### config.mk
export PLATFORM = sky130hd
export DESIGN_NAME = priority_dispatch_queue
export DESIGN_NICKNAME = d
export VERILOG_FILES = /design/src/rtl/pdq_pkg.sv /design/src/rtl/pdq_ctrl.sv /design/src/rtl/pdq_datapath.sv /design/src/rtl/priority_dispatch_queue.sv
export SDC_FILE = /design/constraint.sdc
export NUM_CORES = 2
export LEC_CHECK = 0
export ABC_AREA = 0
export BUFFER_PORTS_ARGS = -buffer_cell sky130_fd_sc_hd__buf_2
export CORE_MARGIN = 4
export CORE_UTILIZATION = 35
export DETAILED_ROUTE_END_ITERATION = 8
export GPL_TIMING_DRIVEN = 1
export PLACE_DENSITY = 0.56
export SLEW_MARGIN = 20
export SYNTH_ARGS = -nofsm -noshare
export SYNTH_HDL_FRONTEND = slang
export SYNTH_HIERARCHICAL = 1
export SYNTH_SLANG_ARGS = --single-unit
### constraint.sdc
create_clock -name clk -period 13.7 [get_ports clk]
set_input_delay 1.37 -clock clk [delete_from_list [all_inputs] [get_ports clk]]
set_output_delay 1.37 -clock clk [all_outputs]
set_load 0.01 [all_outputs]
### src/rtl/pdq_pkg.sv
// Package for the priority dispatch queue.
// Holds command and status codes, field widths, the FSM state type and the
// control struct shared by the controller and the datapath. No dependencies.
package pdq_pkg;

	// Beat field widths (fixed by the stream format)
	localparam int CMD_W  = 2;
	localparam int ID_W   = 8;
	localparam int PRIO_W = 32;
	localparam int STAT_W = 2;
	localparam int OCC_W  = 5;

	// Packed beat widths, rounded up to whole bytes
	localparam int IN_TDATA_W  = 80;
	localparam int OUT_TDATA_W = 16;

	// Command codes
	localparam logic [CMD_W-1:0] CMD_INSERT = 2'd0;
	localparam logic [CMD_W-1:0] CMD_REMOVE = 2'd1;
	localparam logic [CMD_W-1:0] CMD_TAKE   = 2'd2;

	// Result status codes
	localparam logic [STAT_W-1:0] STAT_DONE      = 2'd0;
	localparam logic [STAT_W-1:0] STAT_FULL      = 2'd1;
	localparam logic [STAT_W-1:0] STAT_NOT_FOUND = 2'd2;
	localparam logic [STAT_W-1:0] STAT_NO_TAKE   = 2'd3;

	// Controller states
	typedef enum logic {
		S_IDLE,
		S_APPLY
	} pdq_state_t;

	// Commands from controller to datapath
	typedef struct packed {
		logic capture;  // latch command and per-slot compare bits
		logic apply;    // commit slot update and load result register
	} pdq_ctl_t;

endpackage

### src/rtl/pdq_ctrl.sv
// Controller for the priority dispatch queue.
// Sequences capture and apply steps and owns both stream handshakes.
// Depends on pdq_pkg.
module pdq_ctrl
	import pdq_pkg::*;
(
	input  logic     clk,
	input  logic     arst_n,
	input  logic     s_axis_tvalid,
	output logic     s_axis_tready,
	output logic     m_axis_tvalid,
	input  logic     m_axis_tready,
	output pdq_ctl_t ctl
);

	pdq_state_t state_q, state_nxt;
	logic       out_valid_q;

	// State register
	always_ff @(posedge clk or negedge arst_n) begin
		if (!arst_n) begin
			state_q <= S_IDLE;
		end else begin
			state_q <= state_nxt;
		end
	end

	// Next state and commands
	always_comb begin
		state_nxt     = state_q;
		s_axis_tready = 1'b0;
		ctl           = '0;
		case (state_q)
			S_IDLE: begin
				s_axis_tready = 1'b1;
				if (s_axis_tvalid) begin
					ctl.capture = 1'b1;
					state_nxt   = S_APPLY;
				end
			end
			S_APPLY: begin
				// commit only when the result register is free or draining
				if (!out_valid_q || m_axis_tready) begin
					ctl.apply = 1'b1;
					state_nxt = S_IDLE;
				end
			end
			default: begin
				state_nxt = S_IDLE;
			end
		endcase
	end

	// Output beat valid
	always_ff @(posedge clk or negedge arst_n) begin
		if (!arst_n) begin
			out_valid_q <= 1'b0;
		end else if (ctl.apply) begin
			out_valid_q <= 1'b1;
		end else if (m_axis_tready) begin
			out_valid_q <= 1'b0;
		end
	end

	assign m_axis_tvalid = out_valid_q;

endmodule

### src/rtl/pdq_datapath.sv
// Datapath for the priority dispatch queue: sorted slot array with two
// comparators per slot, prefix-OR for remove matching, count and result regs.
// Depends on pdq_pkg.
module pdq_datapath
	import pdq_pkg::*;
#(
	parameter int QUEUE_DEPTH = 16,
	parameter int ID_BITS     = 8
) (
	input  logic               clk,
	input  logic               arst_n,
	input  pdq_ctl_t           ctl,
	input  logic [CMD_W-1:0]   command,
	input  logic [ID_W-1:0]    job_id,
	input  logic [PRIO_W-1:0]  job_priority,
	input  logic [PRIO_W-1:0]  take_threshold,
	output logic [ID_W-1:0]    taken_id,
	output logic [STAT_W-1:0]  status,
	output logic [OCC_W-1:0]   occupancy
);

	localparam int CNT_W = $clog2(QUEUE_DEPTH + 1);
	localparam int LVLS  = $clog2(QUEUE_DEPTH);
	localparam logic [CNT_W-1:0] FULL_CNT = CNT_W'(QUEUE_DEPTH);

	// Slot storage, slot 0 is the front
	logic [PRIO_W-1:0]  slot_prio_q [QUEUE_DEPTH];
	logic [ID_BITS-1:0] slot_id_q   [QUEUE_DEPTH];
	logic [CNT_W-1:0]   count_q;

	// Captured command and compare results
	logic [CMD_W-1:0]       cmd_q;
	logic [ID_BITS-1:0]     id_q;
	logic [PRIO_W-1:0]      prio_q;
	logic [QUEUE_DEPTH-1:0] le_q;     // slot prio <= new prio, or slot empty
	logic [QUEUE_DEPTH-1:0] match_q;  // occupied slot with matching id
	logic                   full_q;
	logic                   front_ok_q;

	logic [ID_BITS-1:0]     id_in;
	logic [QUEUE_DEPTH-1:0] le_c;
	logic [QUEUE_DEPTH-1:0] match_c;
	logic [QUEUE_DEPTH-1:0] pfx [LVLS+1];
	logic [QUEUE_DEPTH-1:0] hit;
	logic                   found;

	logic [PRIO_W-1:0]  nxt_prio [QUEUE_DEPTH];
	logic [ID_BITS-1:0] nxt_id   [QUEUE_DEPTH];
	logic [CNT_W-1:0]   count_nxt;
	logic [ID_W-1:0]    taken_nxt;
	logic [STAT_W-1:0]  status_nxt;

	logic [ID_W-1:0]    taken_q;
	logic [STAT_W-1:0]  status_q;
	logic [OCC_W-1:0]   occ_q;

	assign id_in = ID_BITS'(job_id);

	// Per-slot cells: compare at capture, next value at apply
	for (genvar k = 0; k < QUEUE_DEPTH; k++) begin : g_cell
		logic               occupied;
		logic               le_prev;
		logic [PRIO_W-1:0]  up_prio, dn_prio;
		logic [ID_BITS-1:0] up_id, dn_id;

		assign occupied   = CNT_W'(k) < count_q;
		assign le_c[k]    = !occupied || (slot_prio_q[k] <= job_priority);
		assign match_c[k] = occupied && (slot_id_q[k] == id_in);

		if (k < QUEUE_DEPTH - 1) begin : g_up
			assign up_prio = slot_prio_q[k+1];
			assign up_id   = slot_id_q[k+1];
		end else begin : g_last
			assign up_prio = slot_prio_q[k];
			assign up_id   = slot_id_q[k];
		end

		if (k > 0) begin : g_dn
			assign dn_prio = slot_prio_q[k-1];
			assign dn_id   = slot_id_q[k-1];
			assign le_prev = le_q[k-1];
		end else begin : g_first
			assign dn_prio = slot_prio_q[k];
			assign dn_id   = slot_id_q[k];
			assign le_prev = 1'b0;
		end

		always_comb begin
			nxt_prio[k] = slot_prio_q[k];
			nxt_id[k]   = slot_id_q[k];
			case (cmd_q)
				CMD_INSERT: begin
					if (!full_q) begin
						if (le_prev) begin
							nxt_prio[k] = dn_prio;
							nxt_id[k]   = dn_id;
						end else if (le_q[k]) begin
							nxt_prio[k] = prio_q;
							nxt_id[k]   = id_q;
						end
					end
				end
				CMD_REMOVE: begin
					if (hit[k]) begin
						nxt_prio[k] = up_prio;
						nxt_id[k]   = up_id;
					end
				end
				CMD_TAKE: begin
					if (front_ok_q) begin
						nxt_prio[k] = up_prio;
						nxt_id[k]   = up_id;
					end
				end
				default: begin
				end
			endcase
		end
	end

	// Prefix OR of match bits: hit[k] set at and after the front-most match
	always_comb begin
		pfx[0] = match_q;
		for (int l = 0; l < LVLS; l++) begin
			for (int k = 0; k < QUEUE_DEPTH; k++) begin
				if (k >= (1 << l)) begin
					pfx[l+1][k] = pfx[l][k] | pfx[l][k-(1<<l)];
				end else begin
					pfx[l+1][k] = pfx[l][k];
				end
			end
		end
	end

	assign hit   = pfx[LVLS];
	assign found = hit[QUEUE_DEPTH-1];

	// Capture stage
	always_ff @(posedge clk) begin
		if (ctl.capture) begin
			cmd_q      <= command;
			id_q       <= id_in;
			prio_q     <= job_priority;
			le_q       <= le_c;
			match_q    <= match_c;
			full_q     <= (count_q == FULL_CNT);
			front_ok_q <= (count_q != '0) && (slot_prio_q[0] >= take_threshold);
		end
	end

	// Result and new count
	always_comb begin
		count_nxt  = count_q;
		taken_nxt  = '0;
		status_nxt = STAT_DONE;
		case (cmd_q)
			CMD_INSERT: begin
				if (full_q) begin
					status_nxt = STAT_FULL;
				end else begin
					count_nxt = count_q + 1'b1;
				end
			end
			CMD_REMOVE: begin
				if (found) begin
					count_nxt = count_q - 1'b1;
				end else begin
					status_nxt = STAT_NOT_FOUND;
				end
			end
			CMD_TAKE: begin
				if (front_ok_q) begin
					count_nxt = count_q - 1'b1;
					taken_nxt = ID_W'(slot_id_q[0]);
				end else begin
					status_nxt = STAT_NO_TAKE;
				end
			end
			default: begin
			end
		endcase
	end

	// Slot array update
	always_ff @(posedge clk) begin
		if (ctl.apply) begin
			for (int k = 0; k < QUEUE_DEPTH; k++) begin
				slot_prio_q[k] <= nxt_prio[k];
				slot_id_q[k]   <= nxt_id[k];
			end
		end
	end

	// Job count
	always_ff @(posedge clk or negedge arst_n) begin
		if (!arst_n) begin
			count_q <= '0;
		end else if (ctl.apply) begin
			count_q <= count_nxt;
		end
	end

	// Result register
	always_ff @(posedge clk) begin
		if (ctl.apply) begin
			taken_q  <= taken_nxt;
			status_q <= status_nxt;
			occ_q    <= OCC_W'(count_nxt);
		end
	end

	assign taken_id  = taken_q;
	assign status    = status_q;
	assign occupancy = occ_q;

	// Checks
	a_count_bound: assert property (@(posedge clk) disable iff (!arst_n)
		count_q <= FULL_CNT)
		else $error("job count above queue depth");

	a_no_overlap: assert property (@(posedge clk) disable iff (!arst_n)
		ctl.capture |-> !ctl.apply)
		else $error("capture and apply in the same cycle");

	a_insert_grows: assert property (@(posedge clk) disable iff (!arst_n)
		(ctl.apply && cmd_q == CMD_INSERT && !full_q) |=>
		count_q == $past(count_q) + 1'b1)
		else $error("insert did not grow the queue by one");

	a_missing_keeps: assert property (@(posedge clk) disable iff (!arst_n)
		(ctl.apply && cmd_q == CMD_REMOVE && !found) |=> $stable(count_q))
		else $error("remove of absent id changed the count");

endmodule

### src/rtl/priority_dispatch_queue.sv
// Priority dispatch queue, top level.
// Joins the controller and the slot-array datapath. Depends on pdq_pkg,
// pdq_ctrl and pdq_datapath.
//
//  channel   dir  width  contents (low bit first)
//  s_axis    in   80     command[1:0] job_id[9:2] job_priority[41:10]
//                        take_threshold[73:42], zero fill
//  m_axis    out  16     taken_id[7:0] status[9:8] occupancy[14:10], zero fill
//
// Per command, the accept edge registers the compare results of each slot and
// the apply edge then shifts the slot array and loads the result register.
// A new beat is accepted only in the idle state, which follows each apply step.
// A stalled result holds the controller in its apply step until taken.
// Reset empties the queue at once; no clearing pass is needed.
module priority_dispatch_queue
	import pdq_pkg::*;
#(
	parameter int QUEUE_DEPTH = 16,
	parameter int ID_BITS     = 8
) (
	input  logic                   clk,
	input  logic                   arst_n,
	input  logic                   s_axis_tvalid,
	output logic                   s_axis_tready,
	// command, job_id, job_priority, take_threshold
	input  logic [IN_TDATA_W-1:0]  s_axis_tdata,
	output logic                   m_axis_tvalid,
	input  logic                   m_axis_tready,
	// taken_id, status, occupancy
	output logic [OUT_TDATA_W-1:0] m_axis_tdata
);

	pdq_ctl_t          ctl;
	logic [ID_W-1:0]   taken_id;
	logic [STAT_W-1:0] status;
	logic [OCC_W-1:0]  occupancy;

	pdq_ctrl u_ctrl (
		.clk           (clk),
		.arst_n        (arst_n),
		.s_axis_tvalid (s_axis_tvalid),
		.s_axis_tready (s_axis_tready),
		.m_axis_tvalid (m_axis_tvalid),
		.m_axis_tready (m_axis_tready),
		.ctl           (ctl)
	);

	pdq_datapath #(
		.QUEUE_DEPTH (QUEUE_DEPTH),
		.ID_BITS     (ID_BITS)
	) u_datapath (
		.clk            (clk),
		.arst_n         (arst_n),
		.ctl            (ctl),
		.command        (s_axis_tdata[1:0]),
		.job_id         (s_axis_tdata[9:2]),
		.job_priority   (s_axis_tdata[41:10]),
		.take_threshold (s_axis_tdata[73:42]),
		.taken_id       (taken_id),
		.status         (status),
		.occupancy      (occupancy)
	);

	// Output beat packing
	assign m_axis_tdata = {1'b0, occupancy, status, taken_id};

endmodule
Yosys cells after proc, flatten, opt, wreduce, memory -nomap -nowiden. Memory sizes are Yosys's and may differ from the RTL's. Index checks and enable logic that the tools add are counted.

Input bits: 84. Memories kept: 2. RAM bits: 640. Logic and storage cells: 379. Output and inout bits: 18. Register bits after elaboration: 98.

Memories: u_datapath.slot_prio_q (depth 16, width 32, read ports 16, clocked after memory_dff 0, write ports 16, RTL line pdq_datapath.sv:27) `logic [PRIO_W-1:0] slot_prio_q [QUEUE_DEPTH];`; u_datapath.slot_id_q (depth 16, width 8, read ports 16, clocked after memory_dff 0, write ports 16, RTL line pdq_datapath.sv:28) `logic [ID_BITS-1:0] slot_id_q [QUEUE_DEPTH];`.

Bitwise gates (word level): 50. Reduce and logical (&&, ||, !) cells: 55. Add/sub/neg operators: 2. $lt $le $gt $ge: 33. Mux-type cells: 205. Eq/ne operators: 19.

Operators by type and width (number): $mux 32 (78); $pmux 32 s3 (15); $mux 8 (78); $le 32x32->1 (16); $pmux 8 s3 (15); $eq 8x8->1 (16); $or 1x1->1 (49); $lt 4x5->1 const A (8); $ge 32x32->1 (1); $lt 3x5->1 const A (4); $logic_and 1x1->1 (17); $logic_not 1->1 (17); $logic_or 1x1->1 (17); $mux 5 (3); $pmux 5 s3 (1); $mux 1 (11); $lt 1x5->1 const A (2); $lt 2x5->1 const A (2); $pmux 2 s3 (1); $add 5x1->5 const B (1); $eq 5x5->1 const B (1); $reduce_bool 5->1 (1); $sub 5x1->5 const B (1); $mux 2 (2); other kinds (7) (7).

Longest topological paths before layout.
Depth after elaboration: 6. Gate-level depth with buffers: 9. Mapped depth without buffers: 8.

Hierarchy. Netlist, hierarchy kept.

Modules (own cells, without submodules): pdq_datapath (seq. area each 22076.2 um2, times used 1, cells each 4557, area each 48830.6 um2); pdq_ctrl (seq. area each 50.0 um2, times used 1, cells each 8, area each 93.8 um2); priority_dispatch_queue (seq. area each 0.0 um2, times used 1, cells each 2, area each 11.3 um2).

Worst setup path before layout. Ideal clock, no wire load.

Path type: input-to-reg. From: in m_axis_tready. To: mem u_datapath.slot_id_q[13][0] (netlist: u_datapath/slot_id_q[1][40]), enable pin. Buffers on the path: 1. Slack: 7.452 ns. Arrival: 5.750 ns. Cell stages on the path: 7. Cell sequence: nand2b_4 -> and2_1 -> inv_1 -> nor2_1 -> nand2_1 -> clkbuf_1 -> a211oi_1.

RTL lines: start: declaration (RTL line priority_dispatch_queue.sv:28) `input logic m_axis_tready,`; end: declaration (RTL line pdq_datapath.sv:28).

==> flow_summary.json <==
{
  "drc": 0,
  "power_density_nw_per_um2": 131.6,
  "ys_types": 70,
  "grt_pass1_wl_mm": 216.9,
  "cts_setup_buffers": 0,
  "synthFlopType": "edfxtp_1",
  "drt-initial-drc-count": 2713,
  "cts-root-buf": "clkbuf_16",
  "slew_viol_final": 0,
  "final_nets": 5190,
  "num_rows": 136,
  "r2r_slack_ns": 9.27,
  "fmax_ghz": 0.2258,
  "critPathBufInv": 4,
  "cts_sinks": 738,
  "coreArea_um2": 138200,
  "nFillCells": 13680,
  "rsz0062_at_grt": "no",
  "totalWireLength_mm": 139.9,
  "grt.overflow.total": 0,
  "tns_ns": 0,
  "vdd_drop_max_v": 0.00008436,
  "cts_tree": "done",
  "place_ws_ns": 9.220,
  "crit_type": "reg2reg",
  "ys_top_cells_by_area": "edfxtp_1, ha_1, mux2i_1",
  "die_height_um": 381.9,
  "async_flop_share": 0.009485,
  "wl_per_cell_um": 21.57,
  "viasPerCell": 5.511,
  "dr_total_vias": 35740,
  "cts_buffer_depth": 3,
  "synthMuxAreaShare": 0.1330,
  "crit_required_ns": 14.07,
  "yosysTopAreaCell": "edfxtp_1",
  "skew_ns": 0.02368,
  "status": "complete, no violations",
  "synth_fp_nets": 5202,
  "path_common_cell": "buf_4",
  "synth_commonest_cells": "edfxtp_1, nand2_1, o21ai_0",
  "setup_ws_ns": 9.271,
  "grt_max_degree": 224,
  "yosys.area_share.adder": 0.1409,
  "first_pass_iters": 6,
  "io_buffers": 94,
  "synth_edf_count": 731,
  "synth_warnings": 6,
  "cellLeakagePower_nw": 22.00,
  "arrival_ns": 4.80,
  "synth_area_per_cell_um2": 10.72,
  "grt_pass1_vias": 36580,
  "crit_path_start_kind": "flip-flop",
  "numCtsBuffers": 85,
  "dieArea_um2": 145900,
  "postCtsHoldBufs": 0,
  "yosysMostFrequentCell": "edfxtp_1",
  "ctsResizeCount": 0,
  "fin_crit_ns": 4.429,
  "chipWidth_um": 381.9,
  "clock_latency_ns": 0.68,
  "yosys.area_share.simple": 0.09928,
  "antenna_left": 0,
  "yosysTopAreaCellShare": 0.4486,
  "antenna_found_initial": 12,
  "max_slew_margin": 0.1561,
  "hold_path.class": "in2async",
  "drv_cap": 0,
  "crit_family": "buffers and inverters",
  "cp_max_fo": 98,
  "syn2layout_area_growth_pct": 10.33,
  "cpPeakStageDelay_ns": 0.83,
  "synth_top_family_by_area": "adder cells",
  "worst_slew_pin_slew_ns": 1.266,
  "path_clk_slew_ns": 0.06,
  "ys_seq_area_frac": 0.4521,
  "cts_max_level": 3,
  "synth_compound_area_frac": 0.1212,
  "final_util": 0.3907,
  "synth_area_um2": 48940,
  "synth-xor-area-share": 0.02309,
  "cpMaxStageDelayCell": "buf_4",
  "initial_core_util": 0.3542,
  "setup_viol": 0,
  "ys_ff_latch": 738,
  "synthCells": 4567,
  "drive_above_1_share": 0.08548,
  "cp-end-kind": "flip-flop",
  "gp_congestion": 0.8098,
  "track_usage": 0.1868,
  "crit_chain": "inv_1, ha_4, buf_4, buf_4, buf_4, o21ai_0",
  "hpwl_mm": 102.8,
  "hold_viol": 0,
  "fin_crit_sh": 0.3233,
  "io_pins": 102
}
[registers in the layout, summed over array words and instances (netlist names)]
| name | count |
|---|---|
| u_datapath/slot_prio_q | 512 |
| u_datapath/slot_id_q | 128 |
| u_datapath/prio_q | 32 |
| u_datapath/le_q | 16 |
| u_datapath/match_q | 16 |
| u_datapath/id_q | 8 |
| u_datapath/taken_id | 8 |
| u_datapath/count_q | 5 |
| u_datapath/occupancy | 5 |
| u_datapath/cmd_q | 2 |
| u_datapath/status | 2 |
| u_ctrl/m_axis_tvalid | 1 |
| u_ctrl/state_q | 1 |
| u_datapath/front_ok_q | 1 |
| u_datapath/full_q | 1 |
[layer usage]
metal	GRT usage	wire [µm]	part of all wire
met1	0.2567	64040	0.46
met2	0.3167	67120	0.48
met3	0.02472	6392	0.046
met4	0.03543	2324	0.017
met5	0	21	0.00015
[area by class of cell]
class	count	area [µm²]	area share
multi-input cells	3463	25480	0.4720
inverters	95	356.6	0.006605
clock inverters	50	405.4	0.007509
well taps	1863	2331	0.04318
diodes	1	2.502	0.00004635
clock buffers	103	2216	0.04104
repair buffers	172	1069	0.01979
flip-flops and latches	738	22130	0.4098
[worst reg2reg max path: stages, from the launching register on]
cell and delay (ns):
edfxtp_1 0.39, inv_1 0.10, ha_4 0.82, buf_4 0.81, buf_4 0.82, buf_4 0.90, o21ai_0 0.29
[final timing paths]
check	startpoint	end	depth (start not counted)
worst max-delay path	u_datapath/cmd_q[1]$_DFFE_PP_	u_datapath/slot_prio_q[1][203]$_DFFE_PP_	6
worst min-delay path	arst_n	u_datapath/count_q[4]$_DFFE_PN0P_	1
worst max register to register	u_datapath/cmd_q[1]$_DFFE_PP_	u_datapath/slot_prio_q[1][203]$_DFFE_PP_	6
worst min register to register	u_ctrl/m_axis_tvalid$_DFFE_PN0P_	u_ctrl/m_axis_tvalid$_DFFE_PN0P_	2
max in group asynchronous	arst_n	u_ctrl/state_q$_DFF_PN0_	1
min in group clk	u_ctrl/m_axis_tvalid$_DFFE_PN0P_	u_ctrl/m_axis_tvalid$_DFFE_PN0P_	2
[kinds of logic (layout without fill, tap and decap cells)]
family	after synthesis	count (layout)
muxes	640	640
other	1	2
and+or+nand+nor	1093	1093
AOI/OAI and AO/OA	1049	1049
adders and majority gates	551	551
DFF	738	738
xor gates and xnor gates	129	129
buffers and inverters	366	420
[where the power goes]
group / leakage [nW] / switching [mW] / internal, mW
sequential: 6.88 / 0.282 / 2.88
clock: 1.28 / 0.981 / 1.26
combinational: 13.8 / 1.04 / 0.655
[cells in the final DEF, fill, tap and decap left out, drive strengths merged, types with 15 or more instances in the layout]
cell type	count
edfxtp	731
nand2	655
o21ai	636
mux2i	560
ha	551
buf	172
a21oi	171
xnor2	121
nand4	106
clkbuf	103
inv	100
nor2	98
nand3	80
mux2	80
a21o	71
nor3	54
clkinv	38
a211oi	36
o211ai	30
and3	29
nor2b	24
nor4	15
[through the flow]
stage                     instance area [µm²]  hold slack (ns)  std cells  power, mW
final                                   53990           0.5303       6485      7.106
after global routing                    53990           0.4990       6484      7.508
after detailed placement                51370           0.5210       6331      4.900
after global placement                  51360           0.5159       6331      4.853
after floorplan                         48940           0.5079       4567      4.337
after CTS                               53990           0.4841       6484      7.169
(Power assumes the default switching activity.)
